$ cat src/sv/permutation_rank_unit_macros.svh
// Assertion macros shared by the permutation rank unit's modules.
`ifndef PERMUTATION_RANK_UNIT_MACROS_SVH
`define PERMUTATION_RANK_UNIT_MACROS_SVH
`ifndef ASSERT_OFF
`define PRANK_ASSERT(label, clk, rst, prop, msg) \
   label: assert property (@(posedge clk) disable iff (rst) prop) else $error(msg);
`define PRANK_ASSERT_NEVER(label, clk, rst, cond, msg) \
   label: assert property (@(posedge clk) disable iff (rst) !(cond)) else $error(msg);
`else
`define PRANK_ASSERT(label, clk, rst, prop, msg)
`define PRANK_ASSERT_NEVER(label, clk, rst, cond, msg)
`endif
`endif

$ cat src/sv/prank_pkg.sv
// Types and constants of the permutation rank unit.
`default_nettype none
package prank_pkg;

   localparam int ELEMENT_W  = 16;
   localparam int RANK_W     = 45;
   localparam int FACT_IDX_W = 4;

   localparam logic [RANK_W-1:0] FACT_TABLE [2**FACT_IDX_W] = '{
      45'd1, 45'd1, 45'd2, 45'd6, 45'd24, 45'd120, 45'd720, 45'd5040,
      45'd40320, 45'd362880, 45'd3628800, 45'd39916800, 45'd479001600,
      45'd6227020800, 45'd87178291200, 45'd1307674368000
   };

   typedef struct packed {
      logic load;     // item accepted this cycle
      logic step;     // one position of the ranking walk
      logic publish;  // move the rank to the output register, clear sequence
   } prank_cmd_type;

   typedef struct packed {
      logic overflow;   // store full or already overflowed
      logic walk_more;  // positions left in the walk
      logic out_free;   // output register can take a result
   } prank_status_type;

endpackage
`default_nettype wire

$ cat src/sv/prank_if.sv
// Valid/ready channel interfaces for elements in and ranks out.
`default_nettype none
interface prank_req_if;
   import prank_pkg::*;

   logic                 valid;
   logic                 ready;
   logic [ELEMENT_W-1:0] element;
   logic                 last;

   modport source (output valid, output element, output last, input ready);
   modport sink   (input valid, input element, input last, output ready);
endinterface

interface prank_rsp_if;
   import prank_pkg::*;

   logic              valid;
   logic              ready;
   logic [RANK_W-1:0] rank;
   logic              length_error;

   modport source (output valid, output rank, output length_error, input ready);
   modport sink   (input valid, input rank, input length_error, output ready);
endinterface
`default_nettype wire

$ cat src/sv/prank_datapath.sv
// Element store, smaller-count lanes, weighted accumulator and output register.
`default_nettype none
`include "permutation_rank_unit_macros.svh"
module prank_datapath #(
   parameter int MAX_LEN   = 16,
   parameter int ELEM_BITS = 16
) (
   input  logic                                clock,
   input  logic                                reset,
   input  prank_pkg::prank_cmd_type            cmd,
   input  logic [prank_pkg::ELEMENT_W-1:0]     req_element,
   input  logic                                rsp_ready,
   output prank_pkg::prank_status_type         status,
   output logic                                rsp_valid,
   output logic [prank_pkg::RANK_W-1:0]        rsp_rank,
   output logic                                rsp_length_error
);
   import prank_pkg::*;

   localparam int LEN_W = $clog2(MAX_LEN + 1);
   localparam int IDX_W = $clog2(MAX_LEN);

   logic [ELEM_BITS-1:0]  store_ff [MAX_LEN];
   logic [ELEM_BITS-1:0]  store_in [MAX_LEN];
   logic [IDX_W-1:0]      cnt_ff   [MAX_LEN];
   logic [IDX_W-1:0]      cnt_in   [MAX_LEN];
   logic [LEN_W-1:0]      fill_ff, fill_in;
   logic [LEN_W-1:0]      walk_ff, walk_in;
   logic                  ovf_ff, ovf_in;
   logic [RANK_W-1:0]     prod_ff, prod_in;
   logic                  prod_valid_ff, prod_valid_in;
   logic [RANK_W-1:0]     acc_ff, acc_in;
   logic                  out_valid_ff, out_valid_in;
   logic [RANK_W-1:0]     out_rank_ff, out_rank_in;
   logic                  out_err_ff, out_err_in;

   logic [ELEM_BITS-1:0]  value;
   logic                  full;
   logic [FACT_IDX_W-1:0] fact_idx;

   assign value    = ELEM_BITS'(req_element);
   assign full     = (fill_ff == LEN_W'(MAX_LEN));
   // weight index is the number of positions after the current one
   assign fact_idx = FACT_IDX_W'(fill_ff - walk_ff - LEN_W'(1));

   assign status.overflow  = ovf_ff | full;
   assign status.walk_more = (walk_ff + LEN_W'(1)) < fill_ff;
   assign status.out_free  = !out_valid_ff || rsp_ready;

   always_comb begin
      store_in      = store_ff;
      cnt_in        = cnt_ff;
      fill_in       = fill_ff;
      ovf_in        = ovf_ff;
      walk_in       = walk_ff;
      prod_in       = prod_ff;
      prod_valid_in = 1'b0;
      acc_in        = acc_ff;
      out_valid_in  = out_valid_ff && !rsp_ready;
      out_rank_in   = out_rank_ff;
      out_err_in    = out_err_ff;

      if (cmd.load) begin
         // every stored lane counts the later elements below it
         for (int i = 0; i < MAX_LEN; i++) begin
            if (LEN_W'(i) < fill_ff && value < store_ff[i]) begin
               cnt_in[i] = cnt_ff[i] + 1'b1;
            end
         end
         if (full) begin
            ovf_in = 1'b1;
         end else begin
            store_in[fill_ff[IDX_W-1:0]] = value;
            cnt_in[fill_ff[IDX_W-1:0]]   = '0;
            fill_in                      = fill_ff + LEN_W'(1);
         end
      end

      if (cmd.step) begin
         prod_in       = RANK_W'(FACT_TABLE[fact_idx] * RANK_W'(cnt_ff[walk_ff[IDX_W-1:0]]));
         prod_valid_in = 1'b1;
         walk_in       = walk_ff + LEN_W'(1);
      end

      if (prod_valid_ff) begin
         acc_in = acc_ff + prod_ff;
      end

      if (cmd.publish) begin
         out_valid_in = 1'b1;
         out_rank_in  = ovf_ff ? '0 : acc_ff;
         out_err_in   = ovf_ff;
         fill_in      = '0;
         ovf_in       = 1'b0;
         walk_in      = '0;
         acc_in       = '0;
      end
   end

   always_ff @(posedge clock) begin
      if (reset) begin
         fill_ff       <= '0;
         walk_ff       <= '0;
         ovf_ff        <= 1'b0;
         prod_valid_ff <= 1'b0;
         acc_ff        <= '0;
         out_valid_ff  <= 1'b0;
      end else begin
         fill_ff       <= fill_in;
         walk_ff       <= walk_in;
         ovf_ff        <= ovf_in;
         prod_valid_ff <= prod_valid_in;
         acc_ff        <= acc_in;
         out_valid_ff  <= out_valid_in;
      end
   end

   always_ff @(posedge clock) begin
      store_ff    <= store_in;
      cnt_ff      <= cnt_in;
      prod_ff     <= prod_in;
      out_rank_ff <= out_rank_in;
      out_err_ff  <= out_err_in;
   end

   assign rsp_valid        = out_valid_ff;
   assign rsp_rank         = out_rank_ff;
   assign rsp_length_error = out_err_ff;

   `PRANK_ASSERT(a_fill_bound, clock, reset, fill_ff <= LEN_W'(MAX_LEN), "fill count past store")
   `PRANK_ASSERT_NEVER(a_publish_drained, clock, reset, cmd.publish && prod_valid_ff, "rank published before walk drained")
   `PRANK_ASSERT(a_error_rank_zero, clock, reset, (out_valid_ff && out_err_ff) |-> (out_rank_ff == '0), "length error with non-zero rank")

endmodule
`default_nettype wire

$ cat src/sv/prank_ctrl.sv
// Sequencer for loading, the ranking walk and result hand-off.
`default_nettype none
`include "permutation_rank_unit_macros.svh"
module prank_ctrl (
   input  logic                        clock,
   input  logic                        reset,
   input  logic                        req_valid,
   input  logic                        req_last,
   input  prank_pkg::prank_status_type status,
   output logic                        req_ready,
   output prank_pkg::prank_cmd_type    cmd
);
   import prank_pkg::*;

   localparam logic [1:0] ST_LOAD   = 2'd0;
   localparam logic [1:0] ST_WALK   = 2'd1;
   localparam logic [1:0] ST_DRAIN  = 2'd2;
   localparam logic [1:0] ST_FINISH = 2'd3;

   logic [1:0] state_ff, state_in;

   always_comb begin
      state_in  = state_ff;
      cmd       = '0;
      req_ready = 1'b0;
      unique case (state_ff)
         ST_LOAD: begin
            req_ready = 1'b1;
            if (req_valid) begin
               cmd.load = 1'b1;
               // an overlong sequence skips the walk and reports rank 0
               if (req_last) begin
                  state_in = status.overflow ? ST_FINISH : ST_WALK;
               end
            end
         end
         ST_WALK: begin
            if (status.walk_more) begin
               cmd.step = 1'b1;
            end else begin
               state_in = ST_DRAIN;
            end
         end
         ST_DRAIN: begin
            state_in = ST_FINISH;
         end
         ST_FINISH: begin
            if (status.out_free) begin
               cmd.publish = 1'b1;
               state_in    = ST_LOAD;
            end
         end
      endcase
   end

   always_ff @(posedge clock) begin
      if (reset) begin
         state_ff <= ST_LOAD;
      end else begin
         state_ff <= state_in;
      end
   end

   `PRANK_ASSERT(a_finish_entry, clock, reset, (state_ff == ST_FINISH) |-> ($past(state_ff) == ST_FINISH || $past(state_ff) == ST_DRAIN || $past(state_ff) == ST_LOAD), "finish entered mid-walk")

endmodule
`default_nettype wire

$ cat src/sv/permutation_rank_unit.sv
// Top level of the permutation rank unit.
// Elements of a sequence are taken one per cycle until the item marked last;
// each stored element keeps a running count of later, smaller elements.
// After the last element a walk multiplies each count by the factorial of
// the positions that follow, one position per cycle through a registered
// multiplier and a 45-bit accumulator; no element is taken during the walk.
// The rank then sits in an output register, and loading of the next
// sequence goes on while it waits. A sequence longer than MAX_LEN gives
// rank 0 with length_error set; element bits above ELEM_BITS are ignored.
`default_nettype none
module permutation_rank_unit #(
   parameter int MAX_LEN   = 16,
   parameter int ELEM_BITS = 16
) (
   input logic        clock,
   input logic        reset,
   prank_req_if.sink  req_if,
   prank_rsp_if.source rsp_if
);
   import prank_pkg::*;

   prank_cmd_type    cmd;
   prank_status_type status;

   prank_ctrl u_ctrl (
      .clock     (clock),
      .reset     (reset),
      .req_valid (req_if.valid),
      .req_last  (req_if.last),
      .status    (status),
      .req_ready (req_if.ready),
      .cmd       (cmd)
   );

   prank_datapath #(
      .MAX_LEN   (MAX_LEN),
      .ELEM_BITS (ELEM_BITS)
   ) u_datapath (
      .clock            (clock),
      .reset            (reset),
      .cmd              (cmd),
      .req_element      (req_if.element),
      .rsp_ready        (rsp_if.ready),
      .status           (status),
      .rsp_valid        (rsp_if.valid),
      .rsp_rank         (rsp_if.rank),
      .rsp_length_error (rsp_if.length_error)
   );

endmodule
`default_nettype wire

$ cat src/flat_wrapper.sv
// flat-port wrapper written by rule: the top's interface ports become plain ports
module permutation_rank_unit_flat import prank_pkg::*;
#(
   parameter int MAX_LEN   = 16,
   parameter int ELEM_BITS = 16
)
  (clock, reset, req_if_valid, req_if_element, req_if_last, req_if_ready, rsp_if_valid, rsp_if_rank, rsp_if_length_error, rsp_if_ready);
  prank_req_if req_if_i ();
  prank_rsp_if rsp_if_i ();
  input logic clock;
  input logic reset;
  input wire logic [$bits(req_if_i.valid)-1:0] req_if_valid;
  input wire logic [$bits(req_if_i.element)-1:0] req_if_element;
  input wire logic [$bits(req_if_i.last)-1:0] req_if_last;
  output wire logic [$bits(req_if_i.ready)-1:0] req_if_ready;
  output wire logic [$bits(rsp_if_i.valid)-1:0] rsp_if_valid;
  output wire logic [$bits(rsp_if_i.rank)-1:0] rsp_if_rank;
  output wire logic [$bits(rsp_if_i.length_error)-1:0] rsp_if_length_error;
  input wire logic [$bits(rsp_if_i.ready)-1:0] rsp_if_ready;
  assign req_if_i.valid = req_if_valid;
  assign req_if_i.element = req_if_element;
  assign req_if_i.last = req_if_last;
  assign req_if_ready = req_if_i.ready;
  assign rsp_if_valid = rsp_if_i.valid;
  assign rsp_if_rank = rsp_if_i.rank;
  assign rsp_if_length_error = rsp_if_i.length_error;
  assign rsp_if_i.ready = rsp_if_ready;
  permutation_rank_unit #(.MAX_LEN(MAX_LEN), .ELEM_BITS(ELEM_BITS)) u_core (.clock(clock), .reset(reset), .req_if(req_if_i), .rsp_if(rsp_if_i));
endmodule
$ cat config.mk
export PLATFORM = sky130hd
export DESIGN_NAME = permutation_rank_unit_flat
export DESIGN_NICKNAME = d
export VERILOG_FILES = /design/src/sv/prank_pkg.sv /design/src/sv/prank_if.sv /design/src/sv/prank_datapath.sv /design/src/sv/prank_ctrl.sv /design/src/sv/permutation_rank_unit.sv /design/src/flat_wrapper.sv
export VERILOG_INCLUDE_DIRS = /design/src /design/src/sv
export SDC_FILE = /design/constraint.sdc
export NUM_CORES = 1
export LEC_CHECK = 0
export BUFFER_PORTS_ARGS = -buffer_cell sky130_fd_sc_hd__buf_2
export CORE_UTILIZATION = 30
export DETAILED_ROUTE_END_ITERATION = 6
export REMOVE_ABC_BUFFERS = 1
export SLEW_MARGIN = 20
export SYNTH_ARGS = -nofsm -noshare
export SYNTH_HDL_FRONTEND = slang
export SYNTH_SLANG_ARGS = --single-unit
export TNS_END_PERCENT = 20
$ cat constraint.sdc
create_clock -name clock -period 6.8 [get_ports clock]
set_input_delay 1.36 -clock clock [delete_from_list [all_inputs] [get_ports clock]]
set_output_delay 1.36 -clock clock [all_outputs]
set_load 0.01 [all_outputs]
; Yosys cells after proc, flatten, opt, wreduce, memory -nomap -nowiden
; Memory sizes are Yosys's and may differ from the RTL's.
; Index checks and enable logic that the tools add are counted.
[classes]
addsub = 21
n_mul = 1
n_lt_le_gt_ge = 37
eq_ne = 8
n_mux = 58
bitwise_logic = 7
reduce_logical = 26
[op_table]
columns = operator, count
row1 = $bwmux W256, 1
row2 = $lt A16 B16 Y1, 16
row3 = $mux W4, 35
row4 = $mux W45, 2
row5 = $add A4 B1 Y4 const B, 16
row6 = $and A64 B64 Y64, 1
row7 = $demux W16 S4, 1
row8 = $mux W64, 1
row9 = $not A64 Y64, 1
row10 = $add A45 B45 Y45, 1
row11 = $mul A45 B4 Y45, 1
row12 = $lt A4 B5 Y1 const A, 8
row13 = $lt A3 B5 Y1 const A, 4
row14 = $logic_and A1 B1 Y1, 18
row15 = $bmux W4 S4, 1
row16 = $demux W4 S4, 1
row17 = $mux W16, 1
row18 = $ge A5 B5 Y1 const B, 3
row19 = $not A4 Y5, 3
row20 = $add A5 B1 Y5 const B, 2
row21 = $lt A1 B5 Y1 const A, 2
row22 = $lt A2 B5 Y1 const A, 2
row23 = $mux W2, 5
row24 = $mux W1, 9
row25 = 18 further kinds, 23
[word_totals]
reg_bits = 471
rom_bits = 720
inputBits = 21
out_inout_bits = 48
wordCells = 201
memories = 1
[mem_list]
columns = name, words, word_bits, rd, rd_clocked_by_memory_dff, write_ports, line
row1 = (no name shown), 16, 45, 1, 0, 0, prank_datapath.sv:80  ; prod_in = RANK_W'(FACT_TABLE[fact_idx] * RANK_W'(cnt_ff[walk_ff[IDX_W-1:0]]));

; Depth between registers and ports, before layout
[logic_depth]
word_depth = 8
mapped_depth = 29
depth_no_buf = 25

; Hierarchy
; Synthesis repeated with hierarchy kept, for this count alone.
[hier_totals]
hier_cells = 2818
hier_area_um2 = 30476.7
[by_module_without_submodules]
columns = mod, n_inst, cells_each, area_each_um2, seq_area_each_um2
row1 = prank_datapath, 1, 2795, 30249.0, 13503.0
row2 = prank_ctrl, 1, 23, 227.7, 40.0

; Least setup slack after synthesis
; Ideal clock, no wire load.
[synth_timing]
path_kind = reg2reg
from = register u_core.u_datapath.walk_ff[0]
to = register u_core.u_datapath.prod_ff[38] (data pin)
setup_time_ns = 0.262
t_arrival_ns = 6.173
required_ns = 6.538
slack_ns = 0.365
path_stages_with_launch = 26
synth_period_minus_slack_ns = 6.435
path_cell_list = dfxtp_1 -> buf_2 -> buf_2 -> inv_1 -> ha_1 -> inv_1 -> fa_1 -> inv_1 -> ha_1 -> clkbuf_1 -> nand3_1 -> or2_2 -> fa_1 -> fa_1 -> inv_1 -> ha_1 -> nor2b_1 -> o31a_1 -> o31ai_2 -> a21oi_2 -> a221o_1 -> o21a_1 -> a221o_1 -> a211oi_2 -> o21ai_1 -> xor2_1
[synth_via]
elab_chain_cells = 7
[synth_rtl]
columns = item, line
row1 = from (decl), prank_datapath.sv:28  ; logic [LEN_W-1:0] walk_ff, walk_in;
row2 = from (signal assigned), prank_datapath.sv:110  ; walk_ff <= walk_in;
row3 = $sub A4 B4 Y4, prank_datapath.sv:44  ; assign fact_idx = FACT_IDX_W'(fill_ff - walk_ff - LEN_W'(1));
row4 = $sub A4 B1 Y4, prank_datapath.sv:44
row5 = $not A4 Y5 (implied by the code), prank_datapath.sv:80
row6 = $mem_v2 Z16 W45, n/a
row7 = $mux W45 (implied by the code) (2 in series), prank_datapath.sv:80
row8 = $mul A45 B4 Y45 *, prank_datapath.sv:80
row9 = to (signal assigned), prank_datapath.sv:121  ; prod_ff <= prod_in;
row10 = to (decl), prank_datapath.sv:30  ; logic [RANK_W-1:0] prod_ff, prod_in;
; Mark *: on every way between the ends. The rest lies on a longest branch, timed or not. The select of a mux whose other input is x is not followed.
; A chain may end at the register's enable or synchronous reset.

; Final worst setup path
[layout_timing]
from = register u_core.u_datapath.fill_ff[1]
to = register u_core.u_datapath.prod_ff[42] (data pin)
[layout_via]
elab_chain_cells = 7
[layout_rtl]
columns = item, line
row1 = from (decl), prank_datapath.sv:27  ; logic [LEN_W-1:0] fill_ff, fill_in;
row2 = from (signal assigned), prank_datapath.sv:109  ; fill_ff <= fill_in;
row3 = $sub A4 B4 Y4, prank_datapath.sv:44
row4 = $sub A4 B1 Y4, prank_datapath.sv:44
row5 = $not A4 Y5 (implied by the code), prank_datapath.sv:80
row6 = $mem_v2 Z16 W45, n/a
row7 = $mux W45 (implied by the code) (2 in series), prank_datapath.sv:80
row8 = $mul A45 B4 Y45, prank_datapath.sv:80
; No other way between the ends. The select of a mux whose other input is x is not followed.

==> flow_metrics.py <==
metrics = {
    "status": {
        "outcome": "completed",
    },
    "grt": {
        "grtUsageTotal_pct": 13.6,
        "grt_pass1_wl_um": 112000,
        "antenna_found_initial": 0,
        "grt_max_degree": 53,
        "grt_pass1_vias": 20800,
        "grt-ovfl-total": 0,
    },
    "logic_synthesis": {
        "yosysWarnings": 0,
        "async_flop_share_pct": 0,
        "synthTopCellsByCount": "edfxtp_1 (411), inv_1 (396), ha_1 (377)",
        "synth.area.top_cells": "edfxtp_1 (40%), ha_1 (15%), inv_1 (4.9%)",
        "syn_avg_cell_area_um2": 10.6,
        "synthCells": 2894,
        "ys_types": 69,
        "synth_top_cell_by_area": "edfxtp_1",
        "yosys.area.top_type_share_pct": 40.3,
        "synth_top_family_by_area": "adder cells",
        "synthAdderAreaFrac_pct": 19.6,
        "synth_simple_gate_area_share_pct": 11.4,
        "ys_seq_elements": 471,
        "synth-compound-area-share_pct": 12.8,
        "synth.most_common_cell": "edfxtp_1",
        "netlist_area_mm2": 0.0306,
        "synthXorXnorAreaFrac_pct": 3.24,
        "ys_seq_area_share_pct": 44.3,
        "synth_edf_count": 411,
        "synth_mux_area_share_pct": 2.80,
        "ys.flop_type": "edfxtp_1",
    },
    "floorplanning": {
        "dieHeight_um": 321,
        "die_x_um": 321,
        "fp.dieArea_mm2": 0.103,
        "core-area_mm2": 0.101,
        "rows": 116,
        "start_util_pct": 30.4,
        "io_pins": 69,
    },
    "timing": {
        "drv_slew": 0,
        "setup_viol": 0,
        "tns_ns": 0,
        "hold_violations": 0,
        "fin_crit_ns": 6.32,
        "clock.fmax_mhz": 158,
        "slew_headroom_pct": 31.1,
        "rsz0062_at_grt": "false",
        "period_share_pct": 93.0,
        "holdWs_ns": 0.487,
        "worst_slew_pin_slew_ns": 1.01,
        "fin_skew_ns": 0.0363,
    },
    "critical_path": {
        "path_class": "reg -> reg",
        "required_ns": 7.18,
        "worstPathCellList": "buf_4 -> ha_1 -> a21o_1 -> a21oi_1 -> xor2_1 -> nand2_1 -> nor2_1 -> a21oi_1 -> nor2_1 -> fa_1 -> inv_1 -> fa_1 -> inv_1 -> ha_1 -> nand2_1 -> nor4_2 -> o31ai_2 -> a21oi_2 -> a41oi_2 -> o21a_1 -> o31ai_2 -> nand4_1 -> a211o_1 -> xnor2_1",
        "crit_slowest_cell": "fa_1",
        "cp.arrival_ns": 6.71,
        "critPathLaunchType": "register",
        "endpoint_kind": "register",
        "cp_slowest_stage_delay_ns": 0.55,
        "cp_max_fo": 11,
    },
    "detailed_routing": {
        "drtPass1Iterations": 5,
        "ant_nets": 0,
        "drcViolationCount": 0,
        "routedWlPerCell_um": 15.7,
        "drtIter0Drc": 1289,
        "finalWirelength_um": 69000,
        "vias_per_cell": 4.74,
        "dr_total_vias": 20900,
    },
    "placement": {
        "dp_hpwl_um": 49500,
        "gp_congestion": 0.859,
        "port-buffer-count": 68,
        "dpl_cell_area_mm2": 0.0328,
    },
    "clocking": {
        "cts_buffers": 55,
        "root_buffer": "clkbuf_16",
        "cts.sinks": 471,
        "clk_latency_ns": 0.66,
        "cts_resized": 0,
        "max-clock-path-buffers": 3,
        "clk_pin_slew_ns": 0.06,
        "post-cts-setup-buffer-count": 0,
        "htreeDepth": 2,
        "cts_hold_buf": 0,
        "cts_tree": "built",
    },
    "power_and_ir_drop": {
        "peakVddDrop_mv": 0.401,
        "p_leak_nw": 15.3,
        "cellPowerDensity_mw_per_mm2": 412,
        "power.total_w": 0.0143,
    },
    "final_layout": {
        "drive_gt1_share_pct": 8.80,
        "multi_input_area_mm2": 0.0153,
        "postLayoutCellArea_mm2": 0.0346,
        "syn2layout_area_growth_pct": 13.3,
        "fillCellCount": 10000,
        "finalNetCount": 3459,
        "utilization_pct": 34.4,
        "regArea_mm2": 0.0135,
        "antennaDiodeCount": 0,
    },
    "min_path": {
        "hold_class": "reg -> reg",
    },
    "flow_run": {
        "max_cap_viol_count": 0,
    },
}
worst paths after layout:
path                                               endpoint                                      start  depth (start not counted)  slack (ns)
setup / recovery    u_core.u_datapath.prod_ff[42]$_DFFE_PP_  u_core.u_datapath.fill_ff[1]$_SDFFE_PP0P_                         24        0.48
hold / removal    u_core.u_datapath.acc_ff[38]$_SDFFE_PP0P_  u_core.u_datapath.acc_ff[38]$_SDFFE_PP0P_                          2        0.49
hold reg to reg   u_core.u_datapath.acc_ff[38]$_SDFFE_PP0P_  u_core.u_datapath.acc_ff[38]$_SDFFE_PP0P_                          2        0.49
setup reg to reg    u_core.u_datapath.prod_ff[42]$_DFFE_PP_  u_core.u_datapath.fill_ff[1]$_SDFFE_PP0P_                         24        0.48
cell usage in the layout (no fill, tap or decap), types with 15 or more instances in the layout:
master,Yosys,final
o211ai_1,15,15
nand3_1,57,57
nor2b_1,70,69
a21o_1,153,153
a211oi_1,16,16
inv_1,396,395
xor2_1,39,39
nand2_1,158,158
clkbuf_16,0,55
nor3_1,45,45
xnor2_1,74,73
dfxtp_1,60,58
buf_4,0,56
o21ai_0,108,105
mux2i_1,44,44
edfxtp_1,411,411
a21oi_1,188,188
and3_1,15,15
nand2b_1,38,38
ha_1,377,377
nand4_1,52,52
mux4_2,17,17
or3_1,17,17
nor2_1,222,221
a31oi_1,17,17
fa_1,64,64
buf_2,6,68
power breakdown:
group | total (W) | internal [W] | switching [W]
logic | 0.00728 | 0.00277 | 0.00451
registers | 0.00399 | 0.00379 | 0.000197
clock network | 0.00301 | 0.00175 | 0.00125
total | 0.0143 | 0.00832 | 0.00596
per-layer routing:
layer / global-route usage (%) / vias to the layer above / routed length, µm / part of all wire, %
li1: - / 10500 / - / -
met1: 18.5 / 10000 / 33500 / 49
met2: 22.1 / 310 / 31200 / 45
met3: 2.11 / 89 / 2570 / 3.7
met4: 4.07 / 0 / 1670 / 2.4
met5: 0 / - / 0 / 0
registers in the layout, summed over array words and instances (netlist names):
register                            cells
u_core.u_datapath.acc_ff               45
u_core.u_datapath.fill_ff               5
u_core.u_ctrl.state_ff                  2
u_core.u_datapath.walk_ff               5
u_core.u_datapath.cnt_ff               64
u_core.u_datapath.rsp_rank             45
u_core.u_datapath.prod_valid_ff         1
u_core.u_datapath.store_ff            256
u_core.u_datapath.ovf_ff                1
u_core.u_datapath.prod_ff              45
u_core.u_datapath.rsp_length_error      1
u_core.u_datapath.rsp_valid             1
worst max-delay path, delay by kind of cell, from the launching register on:
kind,cells,cell delay [ns]
compound gates,9,2.29
xor+xnor,2,0.33
fa+ha+maj,4,1.78
buf+inv,3,0.27
flops,1,0.31
simple gates,6,1.07
through the flow:
stage	setup slack, ns	instances
floorplan	-0.772	2816
global placement	0.559	4297
detailed placement	0.488	4297
CTS	0.461	4401
global route	0.0590	4401
finish	0.477	4401
cells by family (layout without fill, tap and decap cells):
family,after synthesis,in the layout
fa+ha+maj,441,441
flops,471,471
xor+xnor,113,113
mux,64,64
buf+inv,476,626
compound gates,608,608
simple gates,721,721
cell type report:
type	count	share of cell area [%]
Clock buffer	70	4.31
Clock inverter	34	1.04
Inverter	398	4.31
Multi-Input combinational cell	1947	44.1
Sequential cell	471	39.1
Tap cell	1357	4.90
Timing Repair Buffer	124	2.20
Power figures use the tool's default switching activity.
